**config.mk**
```make
export PLATFORM = sky130hd
export DESIGN_NAME = fixed_partition_best_fit_allocator
export DESIGN_NICKNAME = d
export VERILOG_FILES = /design/src/rtl/core/fpba_pkg.sv /design/src/rtl/core/fixed_partition_best_fit_allocator.sv /design/src/rtl/core/fpba_ctrl.sv /design/src/rtl/core/fpba_datapath.sv
export SDC_FILE = /design/constraint.sdc
export NUM_CORES = 1
export LEC_CHECK = 0
export BUFFER_PORTS_ARGS = -buffer_cell sky130_fd_sc_hd__buf_2
export CAP_MARGIN = 10
export CELL_PAD_IN_SITES_DETAIL_PLACEMENT = 1
export CELL_PAD_IN_SITES_GLOBAL_PLACEMENT = 1
export CORE_MARGIN = 1
export CORE_UTILIZATION = 35
export CTS_BUF_LIST = sky130_fd_sc_hd__clkbuf_4
export CTS_CLUSTER_SIZE = 12
export DETAILED_ROUTE_END_ITERATION = 8
export GPL_ROUTABILITY_DRIVEN = 1
export PLACE_DENSITY = 0.63
export RECOVER_POWER = 25
export SYNTH_ARGS = -nofsm -noshare
export SYNTH_HDL_FRONTEND = slang
export SYNTH_SLANG_ARGS = --single-unit
export TNS_END_PERCENT = 50
```
**constraint.sdc**
```tcl
create_clock -name aclk -period 4.6 [get_ports aclk]
set_clock_uncertainty 0.2 [all_clocks]
set_input_delay 0 -clock aclk [delete_from_list [all_inputs] [get_ports aclk]]
set_output_delay 0 -clock aclk [all_outputs]
set_load 0.02 [all_outputs]
```
**src/rtl/core/fpba_pkg.sv**
```systemverilog
// ---------------------------------------------------------------------------
// Fixed partition allocator package
// Field widths, operation codes and the command and status types shared by
// the controller, the datapath and the top level.
// ---------------------------------------------------------------------------
package fpba_pkg;

    localparam int DEF_MAX_PARTITIONS = 16;
    localparam int DEF_SIZE_BITS      = 20;

    localparam int OP_BITS     = 2;
    localparam int SLOT_BITS   = 4;
    localparam int AMOUNT_BITS = 20;
    localparam int NUMBER_BITS = 5;
    localparam int COUNT_BITS  = 5;
    localparam int LEFT_BITS   = 20;
    localparam int TOTAL_BITS  = 24;

    localparam logic [TOTAL_BITS-1:0] TOTAL_MAX = {TOTAL_BITS{1'b1}};

    localparam logic [OP_BITS-1:0] OP_LOAD    = 2'd0;
    localparam logic [OP_BITS-1:0] OP_ALLOC   = 2'd1;
    localparam logic [OP_BITS-1:0] OP_RELEASE = 2'd2;

    typedef struct packed {
        logic capture;
        logic apply;
        logic scan_issue;
        logic finish;
    } ctrl_cmd_t;

    typedef struct packed {
        logic scan_last;
        logic scan_empty;
    } dp_status_t;

endpackage

```
**src/rtl/core/fixed_partition_best_fit_allocator.sv**
```systemverilog
// ---------------------------------------------------------------------------
// Fixed partition best-fit allocator
// Loads, allocates and releases fixed memory partitions and reports the
// chosen partition together with the free and internal-fragment totals.
// ---------------------------------------------------------------------------
// After an accepted request the controller applies the table update, scans the
// n active table entries, where n is the active partition count, and writes the
// result register; the scan is skipped when n is zero. The scan reads one table
// entry per cycle, and a new request is taken only once the result is written;
// a result not yet taken holds the controller until the result register is free.
// Reset clears the used marks, the partition count and all control state; the
// size table holds no defined value until loaded and gets no clearing pass.
module fixed_partition_best_fit_allocator
    import fpba_pkg::*;
#(
    parameter int MAX_PARTITIONS = DEF_MAX_PARTITIONS,
    parameter int SIZE_BITS      = DEF_SIZE_BITS
) (
    input  logic                  aclk,
    input  logic                  aresetn,
    input  logic                  cfg_we,
    input  logic [COUNT_BITS-1:0] cfg_wdata,  // partition_count
    input  logic                  s_tvalid,
    output logic                  s_tready,
    input  logic [31:0]           s_tdata,    // slot_index, amount, release_number
    input  logic [OP_BITS-1:0]    s_tuser,    // op
    output logic                  m_tvalid,
    input  logic                  m_tready,
    output logic [79:0]           m_tdata,    // partition_number, leftover,
                                              // free_total, internal_total
    output logic                  m_tuser     // granted
);

    ctrl_cmd_t  cmd;
    dp_status_t status;

    logic [NUMBER_BITS-1:0] res_number;
    logic [LEFT_BITS-1:0]   res_leftover;
    logic [TOTAL_BITS-1:0]  res_free_total;
    logic [TOTAL_BITS-1:0]  res_internal_total;

    fpba_ctrl u_ctrl (
        .aclk     (aclk),
        .aresetn  (aresetn),
        .s_tvalid (s_tvalid),
        .s_tready (s_tready),
        .m_tvalid (m_tvalid),
        .m_tready (m_tready),
        .status   (status),
        .cmd      (cmd)
    );

    fpba_datapath #(
        .MAX_PARTITIONS (MAX_PARTITIONS),
        .SIZE_BITS      (SIZE_BITS)
    ) u_datapath (
        .aclk               (aclk),
        .aresetn            (aresetn),
        .cfg_we             (cfg_we),
        .cfg_wdata          (cfg_wdata),
        .op                 (s_tuser),
        .slot_index         (s_tdata[3:0]),
        .amount             (s_tdata[23:4]),
        .release_number     (s_tdata[28:24]),
        .cmd                (cmd),
        .status             (status),
        .res_granted        (m_tuser),
        .res_number         (res_number),
        .res_leftover       (res_leftover),
        .res_free_total     (res_free_total),
        .res_internal_total (res_internal_total)
    );

    assign m_tdata = {7'd0, res_internal_total, res_free_total, res_leftover, res_number};

    a_busy_after_request: assert property (@(posedge aclk) disable iff (!aresetn)
        s_tvalid && s_tready |=> !s_tready)
        else $error("request accepted while a request is in progress");

    a_result_ends_request: assert property (@(posedge aclk) disable iff (!aresetn)
        $rose(m_tvalid) |-> s_tready)
        else $error("result posted before the controller returned to idle");

    a_refused_is_empty: assert property (@(posedge aclk) disable iff (!aresetn)
        m_tvalid && !m_tuser |-> (m_tdata[24:0] == 25'd0))
        else $error("refused request carries a partition or leftover");

endmodule

```
**src/rtl/core/fpba_ctrl.sv**
```systemverilog
// ---------------------------------------------------------------------------
// Fixed partition allocator controller
// Sequences one request: capture, table update, table scan, result write.
// ---------------------------------------------------------------------------
module fpba_ctrl
    import fpba_pkg::*;
(
    input  logic       aclk,
    input  logic       aresetn,
    input  logic       s_tvalid,
    output logic       s_tready,
    output logic       m_tvalid,
    input  logic       m_tready,
    input  dp_status_t status,
    output ctrl_cmd_t  cmd
);

    typedef enum logic [2:0] {
        ST_IDLE,
        ST_APPLY,
        ST_SCAN,
        ST_DRAIN,
        ST_FINISH
    } state_t;

    state_t state_reg, state_next;
    logic   m_tvalid_reg, m_tvalid_next;

    always_comb begin
        cmd            = '0;
        state_next     = state_reg;
        m_tvalid_next  = m_tvalid_reg && !m_tready;
        case (state_reg)
            ST_IDLE: begin
                if (s_tvalid) begin
                    cmd.capture = 1'b1;
                    state_next  = ST_APPLY;
                end
            end
            ST_APPLY: begin
                cmd.apply  = 1'b1;
                state_next = status.scan_empty ? ST_FINISH : ST_SCAN;
            end
            ST_SCAN: begin
                cmd.scan_issue = 1'b1;
                if (status.scan_last) begin
                    state_next = ST_DRAIN;
                end
            end
            ST_DRAIN: begin
                state_next = ST_FINISH;
            end
            ST_FINISH: begin
                if (!m_tvalid_reg || m_tready) begin
                    cmd.finish    = 1'b1;
                    m_tvalid_next = 1'b1;
                    state_next    = ST_IDLE;
                end
            end
            default: begin
                state_next = ST_IDLE;
            end
        endcase
    end

    always_ff @(posedge aclk) begin
        if (!aresetn) begin
            state_reg    <= ST_IDLE;
            m_tvalid_reg <= 1'b0;
        end else begin
            state_reg    <= state_next;
            m_tvalid_reg <= m_tvalid_next;
        end
    end

    assign s_tready = (state_reg == ST_IDLE);
    assign m_tvalid = m_tvalid_reg;

endmodule

```
**src/rtl/core/fpba_datapath.sv**
```systemverilog
// ---------------------------------------------------------------------------
// Fixed partition allocator datapath
// Partition size and fragment memories, used marks, the best-fit scan with
// running totals, and the result register.
// ---------------------------------------------------------------------------
module fpba_datapath
    import fpba_pkg::*;
#(
    parameter int MAX_PARTITIONS = DEF_MAX_PARTITIONS,
    parameter int SIZE_BITS      = DEF_SIZE_BITS
) (
    input  logic                   aclk,
    input  logic                   aresetn,
    input  logic                   cfg_we,
    input  logic [COUNT_BITS-1:0]  cfg_wdata,
    input  logic [OP_BITS-1:0]     op,
    input  logic [SLOT_BITS-1:0]   slot_index,
    input  logic [AMOUNT_BITS-1:0] amount,
    input  logic [NUMBER_BITS-1:0] release_number,
    input  ctrl_cmd_t              cmd,
    output dp_status_t             status,
    output logic                   res_granted,
    output logic [NUMBER_BITS-1:0] res_number,
    output logic [LEFT_BITS-1:0]   res_leftover,
    output logic [TOTAL_BITS-1:0]  res_free_total,
    output logic [TOTAL_BITS-1:0]  res_internal_total
);

    localparam int IDX_BITS  = $clog2(MAX_PARTITIONS);
    localparam int CNT_BITS  = $clog2(MAX_PARTITIONS + 1);
    localparam int WIDE_BITS = (SIZE_BITS > AMOUNT_BITS) ? SIZE_BITS : AMOUNT_BITS;
    localparam int SUM_BITS  = SIZE_BITS + CNT_BITS;
    localparam int SAT_BITS  = (SUM_BITS > TOTAL_BITS) ? SUM_BITS : TOTAL_BITS;
    localparam int NUM_BITS  = (IDX_BITS + 1 > NUMBER_BITS) ? IDX_BITS + 1 : NUMBER_BITS;

    logic [COUNT_BITS-1:0]  count_reg;
    logic [OP_BITS-1:0]     op_reg;
    logic [SLOT_BITS-1:0]   slot_reg;
    logic [AMOUNT_BITS-1:0] amount_reg;
    logic [NUMBER_BITS-1:0] rel_reg;
    logic                   ok_reg;

    logic [MAX_PARTITIONS-1:0] used_reg;
    logic [SIZE_BITS-1:0]      size_mem [MAX_PARTITIONS];
    logic [SIZE_BITS-1:0]      frag_mem [MAX_PARTITIONS];
    logic [SIZE_BITS-1:0]      size_rd_reg;
    logic [SIZE_BITS-1:0]      frag_rd_reg;

    logic [CNT_BITS-1:0]  addr_reg;
    logic                 rd_valid_reg;
    logic [IDX_BITS-1:0]  rd_idx_reg;
    logic [SUM_BITS-1:0]  free_acc_reg;
    logic [SUM_BITS-1:0]  frag_acc_reg;
    logic                 found_reg;
    logic [IDX_BITS-1:0]  best_idx_reg;
    logic [SIZE_BITS-1:0] best_size_reg;

    logic [CNT_BITS-1:0]  active_n;
    logic [IDX_BITS-1:0]  addr_idx;
    logic [IDX_BITS-1:0]  load_idx;
    logic [IDX_BITS-1:0]  rel_idx;
    logic                 load_ok;
    logic                 rel_ok;
    logic [WIDE_BITS-1:0] amount_wide;
    logic [WIDE_BITS-1:0] rd_size_wide;
    logic                 fits;
    logic                 better;
    logic                 alloc_hit;
    logic [WIDE_BITS-1:0] left_wide;
    logic [SIZE_BITS-1:0] frag_new;
    logic [SUM_BITS-1:0]  free_fin;
    logic [SUM_BITS-1:0]  frag_fin;
    logic [SAT_BITS-1:0]  free_ext;
    logic [SAT_BITS-1:0]  frag_ext;
    logic [NUM_BITS-1:0]  best_num;
    logic [NUMBER_BITS-1:0] number_sel;

    assign active_n = (int'(count_reg) > MAX_PARTITIONS) ? CNT_BITS'(MAX_PARTITIONS)
                                                         : CNT_BITS'(count_reg);
    assign addr_idx = addr_reg[IDX_BITS-1:0];
    assign load_idx = IDX_BITS'(slot_reg);
    assign rel_idx  = IDX_BITS'(rel_reg - NUMBER_BITS'(1));
    assign load_ok  = int'(slot_reg) < MAX_PARTITIONS;
    assign rel_ok   = (rel_reg != '0) && (int'(rel_reg) <= int'(active_n))
                      && used_reg[rel_idx];

    assign amount_wide  = WIDE_BITS'(amount_reg);
    assign rd_size_wide = WIDE_BITS'(size_rd_reg);
    assign fits         = rd_size_wide >= amount_wide;
    assign better       = !found_reg || (size_rd_reg < best_size_reg);

    assign alloc_hit = (op_reg == OP_ALLOC) && found_reg;
    assign left_wide = WIDE_BITS'(best_size_reg) - amount_wide;
    assign frag_new  = left_wide[SIZE_BITS-1:0];
    assign free_fin  = free_acc_reg - (alloc_hit ? SUM_BITS'(best_size_reg) : '0);
    assign frag_fin  = frag_acc_reg + (alloc_hit ? SUM_BITS'(frag_new) : '0);
    assign free_ext  = SAT_BITS'(free_fin);
    assign frag_ext  = SAT_BITS'(frag_fin);
    assign best_num  = NUM_BITS'(best_idx_reg) + NUM_BITS'(1);

    assign status.scan_empty = (active_n == '0);
    assign status.scan_last  = (addr_reg + CNT_BITS'(1)) == active_n;

    always_comb begin
        case (op_reg)
            OP_LOAD:    number_sel = ok_reg ? NUMBER_BITS'(slot_reg) + NUMBER_BITS'(1) : '0;
            OP_ALLOC:   number_sel = found_reg ? best_num[NUMBER_BITS-1:0] : '0;
            OP_RELEASE: number_sel = ok_reg ? rel_reg : '0;
            default:    number_sel = '0;
        endcase
    end

    always_ff @(posedge aclk) begin
        if (!aresetn) begin
            count_reg    <= '0;
            used_reg     <= '0;
            rd_valid_reg <= 1'b0;
        end else begin
            if (cfg_we) begin
                count_reg <= cfg_wdata;
            end
            if (cmd.apply) begin
                if (op_reg == OP_LOAD && load_ok) begin
                    used_reg[load_idx] <= 1'b0;
                end
                if (op_reg == OP_RELEASE && rel_ok) begin
                    used_reg[rel_idx] <= 1'b0;
                end
            end
            if (cmd.finish && alloc_hit) begin
                used_reg[best_idx_reg] <= 1'b1;
            end
            rd_valid_reg <= cmd.scan_issue;
        end
    end

    always_ff @(posedge aclk) begin
        if (cmd.capture) begin
            op_reg     <= op;
            slot_reg   <= slot_index;
            amount_reg <= amount;
            rel_reg    <= release_number;
        end
        if (cmd.apply) begin
            ok_reg       <= ((op_reg == OP_LOAD) && load_ok)
                            || ((op_reg == OP_RELEASE) && rel_ok);
            addr_reg     <= '0;
            free_acc_reg <= '0;
            frag_acc_reg <= '0;
            found_reg    <= 1'b0;
        end else if (cmd.scan_issue) begin
            addr_reg <= addr_reg + CNT_BITS'(1);
        end
        rd_idx_reg <= addr_idx;
        if (rd_valid_reg) begin
            if (used_reg[rd_idx_reg]) begin
                frag_acc_reg <= frag_acc_reg + SUM_BITS'(frag_rd_reg);
            end else begin
                free_acc_reg <= free_acc_reg + SUM_BITS'(size_rd_reg);
                if (op_reg == OP_ALLOC && fits && better) begin
                    found_reg     <= 1'b1;
                    best_idx_reg  <= rd_idx_reg;
                    best_size_reg <= size_rd_reg;
                end
            end
        end
        if (cmd.finish) begin
            res_granted        <= alloc_hit || ok_reg;
            res_number         <= number_sel;
            res_leftover       <= alloc_hit ? left_wide[LEFT_BITS-1:0] : '0;
            res_free_total     <= (free_ext > SAT_BITS'(TOTAL_MAX)) ? TOTAL_MAX
                                                                    : free_ext[TOTAL_BITS-1:0];
            res_internal_total <= (frag_ext > SAT_BITS'(TOTAL_MAX)) ? TOTAL_MAX
                                                                    : frag_ext[TOTAL_BITS-1:0];
        end
    end

    always_ff @(posedge aclk) begin
        if (cmd.apply && op_reg == OP_LOAD && load_ok) begin
            size_mem[load_idx] <= amount_wide[SIZE_BITS-1:0];
        end
        size_rd_reg <= size_mem[addr_idx];
    end

    always_ff @(posedge aclk) begin
        if (cmd.finish && alloc_hit) begin
            frag_mem[best_idx_reg] <= frag_new;
        end
        frag_rd_reg <= frag_mem[addr_idx];
    end

endmodule
```
==> key figures <==
Run status
  • Status: finished clean

Critical path
  • CP max stage delay: 0.45 ns
  • Worst R2R Start: u_datapath.amount_reg[7]
  • Crit. End Element: flop
  • Data arrival time of the worst path: 5.10 ns
  • CP Max Fanout: 8
  • Slowest cell on the critical path: edfxtp_1
  • R2R depth: 18
  • Crit-path most repeated cell: a21o_1
  • Worst Path Required: 5.28 ns
  • WS Path Type: flop to flop
  • FF-to-FF setup slack: 0.18 ns
  • CP Cell Sequence: inv_1 -> ha_2 -> a21o_1 -> a21o_1 -> a21oi_1 -> a21boi_4 -> o21bai_2 -> xor2_2 -> and2_4 -> ha_4 -> nand4_1 -> nor2_1 -> nand3_1 -> o2111a_1 -> o21a_2 -> xnor2_4 -> buf_6 -> nand2b_1
  • Critical R2R Capture: u_datapath.res_internal_total[0]
  • Critical Path Source Type: flop

Die
  • Core area: 0.111 sq mm
  • Initial Utilization: 0.355
  • Chip height: 338 microns
  • Rows: between 100 and 150
  • Num ports: ~130
  • Die area: 0.114 sq mm
  • Chip Width: 338 microns

STA
  • Endpoints failing setup: 0
  • Period minus WS final: ~4.4 ns
  • Final Hold Viols: 0
  • Max-slew violation count: 0
  • Max Clk Rate: 0.226 GHz
  • Max_slew headroom: 0.0707
  • Worst hold slack: 0.101 ns
  • Final WS setup: 0.176 ns
  • Slew at the pin closest to its max-slew limit: 1.39 ns
  • Crit share post-route: 0.962

Drt
  • Vias per cell: 5.24
  • Routed wire length: between 100 and 150 mm
  • DR pass1 iterations: 5
  • Routed wire per std cell: about 24 microns
  • Final routed DRC violation total: 0
  • Initial drt markers: 1,788
  • Routed Antenna Nets: 0
  • Routed via count: 24,700

GRT
  • First-pass GRT wire length: ~170 mm
  • Overall global routing resource usage: 0.197
  • Vias in the first global route: around 26,000
  • Initial antenna violation count: 7
  • Global route total overflow: 0
  • Largest net degree at the start of global routing: 67

Placement
  • Post-DP HPWL: 71.9 mm
  • GPL Wtd Cong: 0.843
  • Setup WS pre-CTS: -0.244 ns
  • Port bufs: ~120

Synthesis
  • Synthesized instance count: 2,527
  • Compound-gate portion of the synthesized area: 0.0666
  • XOR/XNOR Fraction of Synth Area: 0.0211
  • Synth Area in Simple Gates: 0.0660
  • Primary FF master, synth: edfxtp_1
  • EDFF count, synth: 770
  • Seq/Total Area, Yosys: 0.650
  • Synth warn: 0
  • Synthesized area: about 0.039 sq mm
  • Synth Area per Inst: 15.6 sq um
  • Asr flop ratio synth: 0
  • Largest family of logic cells by synthesized area: multiplexers
  • Adder-Cell Fraction of Synth Area: 0.0523
  • Mux share of post-synthesis cell area: 0.124
  • Yosys reg bits: 896
  • Unique masters post-synth: 76

Pwr
  • Pwr Total: 21.3 mW
  • Peak VDD IR: roughly 0.21 mV
  • Leak Pwr: 16.7 nW
  • Power Density: roughly 450 mW/mm^2

Hold path
  • Worst hold path type: input pin to flop
  • Hold Path Depth: 3
  • Endpoint, Worst Hold: u_datapath.amount_reg[3]
  • Worst Hold Launch: s_tdata[7]

Cells and area
  • Layout area overhead: 19.8%
  • Multi-input gate area: 0.0134 sq mm
  • Fin util: 0.425
  • Largest registers: u_datapath.frag_mem x320, u_datapath.size_mem x320
  • Nets: 3,235
  • Most common cell after layout, fill and taps aside: edfxtp_1
  • Fillcell total: between 10,000 and 15,000
  • Most frequent cells in the layout: edfxtp_1, clkbuf_4, mux4_2
  • Share of layout cells above drive strength 1: 0.276
  • FF/Latch Area: between 0.02 and 0.03 sq mm

Run
  • MaxCap Viol Count: 0

Clock tree
  • Clk_lat worst skew: 1.17 ns
  • H-tree lvl count: 4
  • CTS sink count: 896
  • Root buffer cell: clkbuf_4
  • CTS tree: yes
  • CTS Buf Count: approximately 230
  • Clock Pin Slew Worst Setup and Hold Paths: approximately 0.060 ns
  • Clock buffer depth: 3
metal layers:
metal | vias to the layer above | global-route usage | part of all wire
met2 | 744 | 0.315 | 0.47
met1 | 12800 | 0.270 | 0.45
met4 | 0 | 0.0581 | 0.020
met3 | 167 | 0.0420 | 0.061
li1 | 11000 | - | -
met5 | - | 0 | 0
synthesized netlist by cell type, types with 22 or more instances:
master	number	area share
nor2_1	104	0.0099
nand3_1	72	0.0091
inv_1	84	0.0080
nor3_1	27	0.0034
and2_1	47	0.0075
ha_1	157	0.050
xnor2_1	50	0.011
nand2_1	172	0.016
a21o_1	40	0.0076
nor2b_1	22	0.0035
clkbuf_1	71	0.0068
a21oi_1	102	0.013
mux4_2	204	0.12
nand2b_1	31	0.0049
edfxtp_1	770	0.59
o21ai_0	118	0.015
dfxtp_1	126	0.064
o21a_1	24	0.0046
xor2_1	45	0.010
cell families (layout without fill, tap and decap cells):
family	after synthesis	count (layout)
compound gates	413	413
xor+xnor	95	95
fa+ha+maj	162	162
buf+inv	195	888
flops	896	896
mux	227	227
other cells	1	19
simple gates	538	538
critical path, delay by kind of cell (launching register included):
family | cells | cell delay [ns]
xor gates and xnor gates | 2 | 0.44
and+or+nand+nor | 5 | 0.57
buffers and inverters | 2 | 0.29
adders and majority gates | 2 | 0.64
AOI/OAI and AO/OA | 7 | 1.57
DFF | 1 | 0.45
metrics by stage:
step	cell area, sq um	setup TNS (ns)	cells
final	47200	0	4726
after global placement	42700	-1.45	4149
after CTS	47100	0	4700
after floorplan	39600	0	2533
after global routing	47200	-0.244	4721
after detailed placement	42700	-4.75	4149
area by class of cell:
cell class | count | area share
inverter | 86 | 0.00694
timing repair buffer | 374 | 0.0598
tap | 1488 | 0.0394
clock inverter | 72 | 0.00948
multi-input combinational | 1442 | 0.284
sequential | 896 | 0.543
antenna | 12 | 0.000636
clock buffer | 356 | 0.0566
how the worst max path moves through the flow:
stage                                                   end                      from  slack, ns
after CTS                 u_datapath.res_internal_total[12]  u_datapath.amount_reg[1]     0.0006
after floorplan           u_datapath.res_internal_total[23]  u_datapath.amount_reg[0]      0.001
final                      u_datapath.res_internal_total[0]  u_datapath.amount_reg[7]       0.18
after detailed placement   u_datapath.res_internal_total[9]  u_datapath.amount_reg[6]      -0.24
after global routing       u_datapath.res_internal_total[6]  u_datapath.amount_reg[7]      -0.03
after global placement    u_datapath.res_internal_total[18]  u_datapath.amount_reg[6]      -0.09
what timing repair did:
item,CTS,global route
endpoints found under the hold margin,136,0
pin swaps,0,14
buffers inserted,3,13
resized for setup,4,35
hold buffers,120,0
setup endpoints to repair,24,44
gates cloned,0,1
power by group:
group	internal, mW	switching, mW	total (mW)
Sequential	9.30	0.434	9.74
Clock	3.77	3.39	7.16
Combinational	2.06	2.36	4.42
No activity file was read; power rests on OpenSTA's default activity.
